### config.mk
export PLATFORM = sky130hd
export DESIGN_NAME = periodic_task_scheduler_rm_edf_top
export DESIGN_NICKNAME = d
export VERILOG_FILES = /design/src/hdl/prts_pkg.sv /design/src/hdl/periodic_task_scheduler_rm_edf_top.sv
export SDC_FILE = /design/constraint.sdc
export NUM_CORES = 2
export LEC_CHECK = 0
export BUFFER_PORTS_ARGS = -buffer_cell sky130_fd_sc_hd__clkbuf_2
export CORE_MARGIN = 2
export CORE_UTILIZATION = 45
export CTS_CLUSTER_DIAMETER = 100
export CTS_CLUSTER_SIZE = 40
export DETAILED_ROUTE_END_ITERATION = 10
export GPL_TIMING_DRIVEN = 0
export PLACE_DENSITY_LB_ADDON = 0.1
export SKIP_CTS_REPAIR_TIMING = 1
export SYNTH_ARGS = -nofsm -noshare
export SYNTH_HDL_FRONTEND = slang
export SYNTH_SLANG_ARGS = --single-unit
export TNS_END_PERCENT = 50
### constraint.sdc
create_clock -name clk -period 21.1 [get_ports clk]
set_clock_uncertainty 0.05 [all_clocks]
set_input_delay 2.11 -clock clk [delete_from_list [all_inputs] [get_ports clk]]
set_output_delay 2.11 -clock clk [all_outputs]
set_load 0.02 [all_outputs]
### src/hdl/prts_pkg.sv
`timescale 1ns / 1ps

package prts_pkg;

  localparam int MAX_TASKS = 8;
  localparam int SLOT_W    = $clog2(MAX_TASKS);
  localparam int NUM_W     = 4;
  localparam int PARAM_W   = 16;
  localparam int TIME_W    = 32;
  localparam int STAMP_W   = TIME_W + 1;
  localparam int CNT_W     = 32;
  localparam int MASK_W    = 8;
  localparam int CFG_IDX_W = 1;
  localparam int CFG_W     = 4;
  localparam int IN_DATA_W  = 56;
  localparam int OUT_DATA_W = 112;

  localparam logic [CFG_IDX_W-1:0] REG_NUM_TASKS = 1'd0;
  localparam logic [CFG_IDX_W-1:0] REG_POLICY    = 1'd1;

  typedef enum logic [1:0] {
    REQ_TICK    = 2'd0,
    REQ_LOAD    = 2'd1,
    REQ_READ    = 2'd2,
    REQ_RESTART = 2'd3
  } req_t;

  typedef enum logic [1:0] {
    ST_OK        = 2'd0,
    ST_BAD_INDEX = 2'd1,
    ST_BAD_PARAM = 2'd2,
    ST_TIME_OUT  = 2'd3
  } status_t;

  typedef enum logic [1:0] {
    S_IDLE,
    S_EXEC,
    S_SCAN,
    S_RUN
  } state_t;

endpackage

### src/hdl/periodic_task_scheduler_rm_edf_top.sv
`timescale 1ns / 1ps
// Tick scheduler, one shared per-slot update/compare unit walked by a slot counter.
// Load, read and restart answer from S_EXEC; a tick walks S_SCAN over the
// n = min(num_tasks, 8) active slots (one slot per cycle), then answers from S_RUN.
// A new word is taken only in S_IDLE, after the last result is loaded for output.
// A waiting result does not block accept; a new result waits for the output register.
// Reset (rst, synchronous): clears state, valid, config, task parameters, time and job state at once.

module periodic_task_scheduler_rm_edf_top
  import prts_pkg::*;
(
  input  logic                  clk,
  input  logic                  rst,
  input  logic                  s_tvalid,
  output logic                  s_tready,
  // task_index, period_in, rel_deadline_in, burst_in, zero pad
  input  logic [IN_DATA_W-1:0]  s_tdata,
  // req_type
  input  logic [1:0]            s_tuser,
  output logic                  m_tvalid,
  input  logic                  m_tready,
  // status, idle, running_task, missed_mask, lost_count, completed_count,
  // killed, time_now, zero pad
  output logic [OUT_DATA_W-1:0] m_tdata,
  input  logic                  cfg_we,
  input  logic [CFG_IDX_W-1:0]  cfg_index,
  input  logic [CFG_W-1:0]      cfg_data
);

  state_t state, state_next;

  logic [NUM_W-1:0] num_tasks;
  logic             policy;
  logic [TIME_W-1:0] cur_time;

  logic [PARAM_W-1:0] task_period [MAX_TASKS];
  logic [PARAM_W-1:0] task_reld   [MAX_TASKS];
  logic [PARAM_W-1:0] task_burst  [MAX_TASKS];
  logic [PARAM_W-1:0] rem_work    [MAX_TASKS];
  logic [STAMP_W-1:0] next_arr    [MAX_TASKS];
  logic [STAMP_W-1:0] abs_dl      [MAX_TASKS];
  logic [CNT_W-1:0]   lost_jobs   [MAX_TASKS];
  logic [CNT_W-1:0]   done_jobs   [MAX_TASKS];

  // latched input word
  req_t               req;
  logic [2:0]         idx;
  logic [PARAM_W-1:0] p_in, d_in, c_in;

  // scan state
  logic [SLOT_W-1:0]  slot;
  logic               found;
  logic [SLOT_W-1:0]  sel;
  logic [STAMP_W-1:0] best;
  logic [MASK_W-1:0]  mask;

  // output register
  status_t            o_status;
  logic               o_idle;
  logic [2:0]         o_running;
  logic [MASK_W-1:0]  o_mask;
  logic [CNT_W-1:0]   o_lost, o_done;
  logic               o_killed;
  logic [TIME_W-1:0]  o_time;

  logic               out_free, out_load;
  logic [NUM_W-1:0]   n_active;
  logic               last_slot, time_max, bad_idx, load_ok;
  logic [SLOT_W-1:0]  addr;

  logic [PARAM_W-1:0] rd_period, rd_reld, rd_burst, rd_rem;
  logic [STAMP_W-1:0] rd_na, rd_ad;
  logic [CNT_W-1:0]   rd_lost, rd_done;

  logic [STAMP_W-1:0] t33, ad2, na2, key;
  logic               kill, rel, take;
  logic [PARAM_W-1:0] rem2;
  logic [CNT_W-1:0]   lost2;

  assign s_tready = (state == S_IDLE);
  assign out_free = !m_tvalid || m_tready;
  assign n_active = (num_tasks > NUM_W'(MAX_TASKS)) ? NUM_W'(MAX_TASKS) : num_tasks;
  assign last_slot = ({1'b0, slot} == n_active - NUM_W'(1));
  assign time_max  = (cur_time == '1);
  assign bad_idx   = (int'(idx) >= MAX_TASKS);
  assign load_ok   = (p_in != '0) && (d_in != '0) && (c_in != '0) &&
                     (c_in <= d_in) && (d_in <= p_in);

  always_comb begin
    case (state)
      S_SCAN:  addr = slot;
      S_RUN:   addr = sel;
      default: addr = idx[SLOT_W-1:0];
    endcase
  end

  assign rd_period = task_period[addr];
  assign rd_reld   = task_reld[addr];
  assign rd_burst  = task_burst[addr];
  assign rd_rem    = rem_work[addr];
  assign rd_na     = next_arr[addr];
  assign rd_ad     = abs_dl[addr];
  assign rd_lost   = lost_jobs[addr];
  assign rd_done   = done_jobs[addr];

  // per-slot unit: deadline kill, release, then candidate compare
  assign t33   = {1'b0, cur_time};
  assign kill  = (rd_rem != '0) && (rd_ad == t33);
  assign rel   = (rd_na == t33);
  assign rem2  = rel ? rd_burst : (kill ? '0 : rd_rem);
  assign ad2   = rel ? t33 + STAMP_W'(rd_reld) : rd_ad;
  assign na2   = rel ? rd_na + STAMP_W'(rd_period) : rd_na;
  assign lost2 = (kill && rd_lost != '1) ? rd_lost + CNT_W'(1) : rd_lost;
  assign key   = policy ? ad2 : STAMP_W'(rd_period);
  assign take  = (rem2 != '0) && (!found || key < best);

  always_ff @(posedge clk) begin
    if (rst) begin
      state <= S_IDLE;
    end else begin
      state <= state_next;
    end
  end

  always_comb begin
    state_next = state;
    out_load   = 1'b0;
    case (state)
      S_IDLE: begin
        if (s_tvalid) state_next = S_EXEC;
      end
      S_EXEC: begin
        if (req == REQ_TICK && !time_max) begin
          state_next = (n_active != '0) ? S_SCAN : S_RUN;
        end else if (out_free) begin
          out_load   = 1'b1;
          state_next = S_IDLE;
        end
      end
      S_SCAN: begin
        if (last_slot) state_next = S_RUN;
      end
      S_RUN: begin
        if (out_free) begin
          out_load   = 1'b1;
          state_next = S_IDLE;
        end
      end
      default: state_next = S_IDLE;
    endcase
  end

  always_ff @(posedge clk) begin
    if (s_tvalid && s_tready) begin
      req  <= req_t'(s_tuser);
      idx  <= s_tdata[2:0];
      p_in <= s_tdata[18:3];
      d_in <= s_tdata[34:19];
      c_in <= s_tdata[50:35];
    end
  end

  // configuration, task table and job state
  always_ff @(posedge clk) begin
    if (rst) begin
      num_tasks <= '0;
      policy    <= 1'b0;
      cur_time  <= '0;
      for (int i = 0; i < MAX_TASKS; i++) begin
        task_period[i] <= '0;
        task_reld[i]   <= '0;
        task_burst[i]  <= '0;
        rem_work[i]    <= '0;
        next_arr[i]    <= '0;
        abs_dl[i]      <= '0;
        lost_jobs[i]   <= '0;
        done_jobs[i]   <= '0;
      end
    end else begin
      if (cfg_we) begin
        case (cfg_index)
          REG_NUM_TASKS: num_tasks <= cfg_data;
          REG_POLICY:    policy    <= cfg_data[0];
          default: ;
        endcase
      end
      case (state)
        S_EXEC: begin
          if (out_free && req == REQ_RESTART) begin
            cur_time <= '0;
            for (int i = 0; i < MAX_TASKS; i++) begin
              rem_work[i]  <= '0;
              next_arr[i]  <= '0;
              abs_dl[i]    <= '0;
              lost_jobs[i] <= '0;
              done_jobs[i] <= '0;
            end
          end else if (out_free && req == REQ_LOAD && !bad_idx && load_ok) begin
            task_period[addr] <= p_in;
            task_reld[addr]   <= d_in;
            task_burst[addr]  <= c_in;
          end
        end
        S_SCAN: begin
          rem_work[addr]  <= rem2;
          abs_dl[addr]    <= ad2;
          next_arr[addr]  <= na2;
          lost_jobs[addr] <= lost2;
        end
        S_RUN: begin
          if (out_free) begin
            cur_time <= cur_time + TIME_W'(1);
            if (found) begin
              rem_work[addr] <= rd_rem - PARAM_W'(1);
              if (rd_rem == PARAM_W'(1) && rd_done != '1)
                done_jobs[addr] <= rd_done + CNT_W'(1);
            end
          end
        end
        default: ;
      endcase
    end
  end

  // slot walk and selection
  always_ff @(posedge clk) begin
    if (rst) begin
      slot  <= '0;
      found <= 1'b0;
      sel   <= '0;
      mask  <= '0;
    end else if (state == S_EXEC) begin
      slot  <= '0;
      found <= 1'b0;
      sel   <= '0;
      mask  <= '0;
    end else if (state == S_SCAN) begin
      slot <= slot + SLOT_W'(1);
      if (kill) mask[slot] <= 1'b1;
      if (take) begin
        found <= 1'b1;
        sel   <= slot;
        best  <= key;
      end
    end
  end

  always_ff @(posedge clk) begin
    if (rst) begin
      m_tvalid <= 1'b0;
    end else if (out_load) begin
      m_tvalid <= 1'b1;
    end else if (m_tready) begin
      m_tvalid <= 1'b0;
    end
  end

  always_ff @(posedge clk) begin
    if (out_load) begin
      o_status  <= ST_OK;
      o_idle    <= 1'b0;
      o_running <= '0;
      o_mask    <= '0;
      o_lost    <= '0;
      o_done    <= '0;
      o_killed  <= 1'b0;
      o_time    <= cur_time;
      if (state == S_RUN) begin
        o_idle    <= !found;
        o_running <= found ? 3'(sel) : 3'd0;
        o_mask    <= mask;
      end else begin
        case (req)
          REQ_TICK: begin
            o_status <= ST_TIME_OUT;
            o_idle   <= 1'b1;
          end
          REQ_LOAD: begin
            if (bad_idx)       o_status <= ST_BAD_INDEX;
            else if (!load_ok) o_status <= ST_BAD_PARAM;
          end
          REQ_READ: begin
            if (bad_idx) begin
              o_status <= ST_BAD_INDEX;
            end else begin
              o_lost   <= rd_lost;
              o_done   <= rd_done;
              o_killed <= (rd_rem != '0);
            end
          end
          default: ;
        endcase
      end
    end
  end

  assign m_tdata = {1'b0, o_time, o_killed, o_done, o_lost, o_mask, o_running, o_idle,
                    o_status};

  a_scan_in_range: assert property (@(posedge clk) disable iff (rst)
    (state == S_SCAN) |-> ({1'b0, slot} < n_active))
    else $error("slot walk beyond active slots");

  a_run_has_work: assert property (@(posedge clk) disable iff (rst)
    (state == S_RUN && found) |-> (rem_work[sel] != '0))
    else $error("selected job has no work");

  a_tick_advances: assert property (@(posedge clk) disable iff (rst)
    (state == S_RUN && out_free) |=> (cur_time == $past(cur_time) + TIME_W'(1)))
    else $error("tick did not advance time");

  a_restart_clears: assert property (@(posedge clk) disable iff (rst)
    (state == S_EXEC && out_free && req == REQ_RESTART) |=> (cur_time == '0))
    else $error("restart did not clear time");

endmodule

==> reports/results.tsv <==
stage	metric	value	unit
critical_path	required time of the worst setup path	21.55	ns
timing	unrepaired setup endpoints after global routing	no	
route	via density per instance	6.63	
logic_synthesis	Synth warnings	0	
power_and_ir_drop	Power per Cell Area	84.4	nW/um2
final_layout	nets	7125	
route	Antenna Nets Post-Route	0	
logic_synthesis	Mapped Avg Cell Area	12.4	um2
critical_path	CP Buf/Inv Count	11	
timing	Final Hold Viols	0	
timing	final setup vio count	0	
cts	CTS Root Buffer Type	clkbuf_16	
timing	Slew @ Worst Pin	1.66	ns
grt	largest net degree at the start of global routing	54	
critical_path	slowest cell delay on critical path	1.21	ns
run	max-cap viol count	12	
final_layout	Design Area, Final	90100	um2
floorplanning	Starting Density	45.2	%
floorplanning	Die Span Y	432	um
logic_synthesis	cells after synthesis	6655	
route	DR iter-0 viols	11300	
critical_path	WS Path Type	reg2reg	
logic_synthesis	Mapped Area	82400	um2
floorplanning	core box area	182000	um2
route	routed wire length	357000	um
cts	clk sink count	1804	
floorplanning	Rows	157	
placed_design	I/O Buffers	175	
cts	CTS buffer count	61	
critical_path	type of origin of the critical path	register	
logic_synthesis	ys flop type	edfxtp_1	
timing	Max Slew Vio Count	114	
cts	worst-skew pair later-pin latency	0.82	ns
route	wire per inst	38.0	um
route	# DRC	0	
timing	Fmax	60.3	MHz
cts	H-tree levels	2	
power_and_ir_drop	part of the power in combinational logic	20.8	%
final_layout	share of cells above drive strength 1	11.2	%
timing	Slew headroom	-10.4	%
logic_synthesis	Synth area leader	edfxtp_1	
outcome	failing checks	max-capacitance violations, max-slew violations	
logic_synthesis	Yosys cell types	112	
grt	Overall Global Routing Usage	37.6	%
power_and_ir_drop	P_int	5110	uW
final_layout	Area growth syn-to-layout	9.26	%
power_and_ir_drop	sw frac	32.7	%
floorplanning	IO Pins	182	
power_and_ir_drop	Leak	0.0314	uW
timing	post-route setup TNS	0	ns
grt	initial antenna violation count	28	
grt	vias in the first global route	57700	
placed_design	HPWL Detailed	242000	um
critical_path	delay-heaviest family, CP	buffers and inverters	
critical_path	WP data arrival	17.02	ns
critical_path	Crit-path slowest cell	buf_1	
floorplanning	Die W	432	um
critical_path	CP Max Fanout	32	
logic_synthesis	cell with the most instances after synthesis	edfxtp_1	
route	Pre-Repair DR Iteration Count	6	
final_layout	FILL cells	16300	
logic_synthesis	top-area cell type share of the netlist area	63.7	%
timing	period utilisation layout	78.5	%
critical_path	most numerous cell on the critical path	a21oi_1	
timing	minimum clock period	16.57	ns
critical_path	Worst Setup End Kind	register	
placed_design	Cell Area, Placed	87800	um2
logic_synthesis	Yosys reg bits	1804	
logic_synthesis	most frequent cells after synthesis	1749 x edfxtp_1, 1424 x nor2_1, 448 x nor3_1, 431 x nand2_1, 277 x clkbuf_1	
logic_synthesis	ys async rst share	0	%
power_and_ir_drop	Clk network pwr share	24.7	%
route	DR vias	62300	
grt	GR Overflow Total	0	
cts	worst-case clock buffer depth	3	
floorplanning	DIE AREA	187000	um2
min_path	Worst Hold Class	reg2reg	
logic_synthesis	syn_nets	6829	
outcome	status	complete, but fails checks	
logic_synthesis	EDFF count, synth	1749	
power_and_ir_drop	P_sw	2490	uW
logic_synthesis	ranking of synthesized cells by area	edfxtp_1 64%, nor2_1 6.5%, nor3_1 2.7%	
grt	first-pass GRT wire length	482000	um
placed_design	Final GP Congestion	0.972	
logic_synthesis	register area share after synthesis	65.1	%
cts	CTS clock-pin slew for the worst setup and hold paths	0.15	ns
power_and_ir_drop	maximum VDD drop	0.0817	mV
cts	TritonCTS clock tree	yes	
power_and_ir_drop	Seq pwr share	54.5	%
cells by family after synthesis:
kind of cell,count (synthesis),share of synthesized area (%)
buffers and inverters,600,3.18
AO/OA/AOI/OAI,925,7.94
adder cells (fa/ha/maj),106,1.63
flip-flops,1804,65.1
multiplexers,294,5.17
XOR/XNOR,206,2.46
AND/OR/NAND/NOR,2719,14.6
other,1,0.00455
placed cells by master (no fill, tap or decap), drive strengths merged, types with 15 or more instances in the layout:
master	count
a211oi	57
a21o	30
a21oi	219
a221o	21
a221oi	72
a22o	28
a22oi	104
a31oi	22
and2	22
and3	48
buf	258
clkbuf	523
clkinv	66
dfxtp	55
diode	18
edfxtp	1749
ha	104
inv	88
mux2	36
mux2i	162
mux4	96
nand2	433
nand2b	26
nand3	96
nand4	56
nor2	1426
nor2b	25
nor3	459
nor4	47
o21a	18
o21ai	99
o221ai	19
o22a	21
o22ai	83
o2bb2ai	15
o31ai	21
or3	23
xnor2	113
xor2	93
power groups by stage:
stage / Combinational (uW) / Sequential, uW / Clock (uW)
detailed placement: 1510 / 4220 / 0
finish: 1580 / 4140 / 1870
global placement: 1460 / 4260 / 0
floorplan: 788 / 4240 / 0
global route: 1600 / 4160 / 1950
CTS: 1510 / 4140 / 1850
through the flow:
step | std cells | util [%] | worst slack, ns | total power (uW) | hold slack [ns]
finish | 9398 | 49.3 | 4.53 | 7600 | 0.398
global route | 9381 | 49.3 | 4.71 | 7700 | 0.407
CTS | 9379 | 49.3 | 5.18 | 7510 | 0.402
detailed placement | 9272 | 48.1 | 5.26 | 5730 | 0.370
global placement | 9215 | 47.3 | 1.77 | 5720 | 0.371
floorplan | 6655 | - | 11.09 | 5020 | 0.356
final timing paths:
check | endpoint | slack, ns | cells after the start | start
setup / recovery | best[24] | 4.53 | 45 | state[0]
hold reg to reg | o_time[29] | 0.40 | 0 | cur_time[29]
setup reg to reg | best[24] | 4.53 | 45 | state[0]
hold / removal | o_time[29] | 0.40 | 0 | cur_time[29]
metal layers:
layer | vias to the layer above | wire, um | GRT usage, % | part of all wire [%]
met3 | 1051 | 43500 | 8.74 | 12
li1 | 25100 | - | - | -
met4 | 14 | 29700 | 25.4 | 8.3
met2 | 4813 | 155000 | 56.2 | 43
met1 | 31300 | 129000 | 48.9 | 36
met5 | - | 103 | 0 | 0.029
flip-flops by register name (all words and copies together) (netlist names), 3 cells and up:
name,cells
abs_dl,264
best,33
c_in,16
cur_time,32
d_in,16
done_jobs,256
idx,3
lost_jobs,256
mask,8
next_arr,264
num_tasks,4
o_done,32
o_lost,32
o_mask,8
o_running,3
o_time,32
p_in,16
rem_work,128
sel,3
slot,3
task_burst,128
task_period,128
task_reld,128
area by class of cell:
class / count / area [um2] / area share, %
Sequential cell: 1804 / 53600 / 59.5
Multi-Input combinational cell: 4251 / 26400 / 29.4
Tap cell: 2385 / 2980 / 3.31
Buffer: 478 / 2190 / 2.43
Timing Repair Buffer: 233 / 2080 / 2.31
Clock buffer: 70 / 1610 / 1.79
Clock inverter: 37 / 614 / 0.682
Inverter: 122 / 458 / 0.509
Antenna cell: 18 / 45.0 / 0.0500
worst register-to-register path: cells and delay by family, from the launching register on:
kind | cells | cell delay (ns)
fa+ha+maj | 3 | 1.02
flops | 1 | 0.33
xor+xnor | 1 | 0.31
simple gates | 8 | 2.07
mux | 1 | 0.26
buf+inv | 11 | 6.61
compound gates | 21 | 5.58
Note: power is estimated with default switching activity, not from simulation.
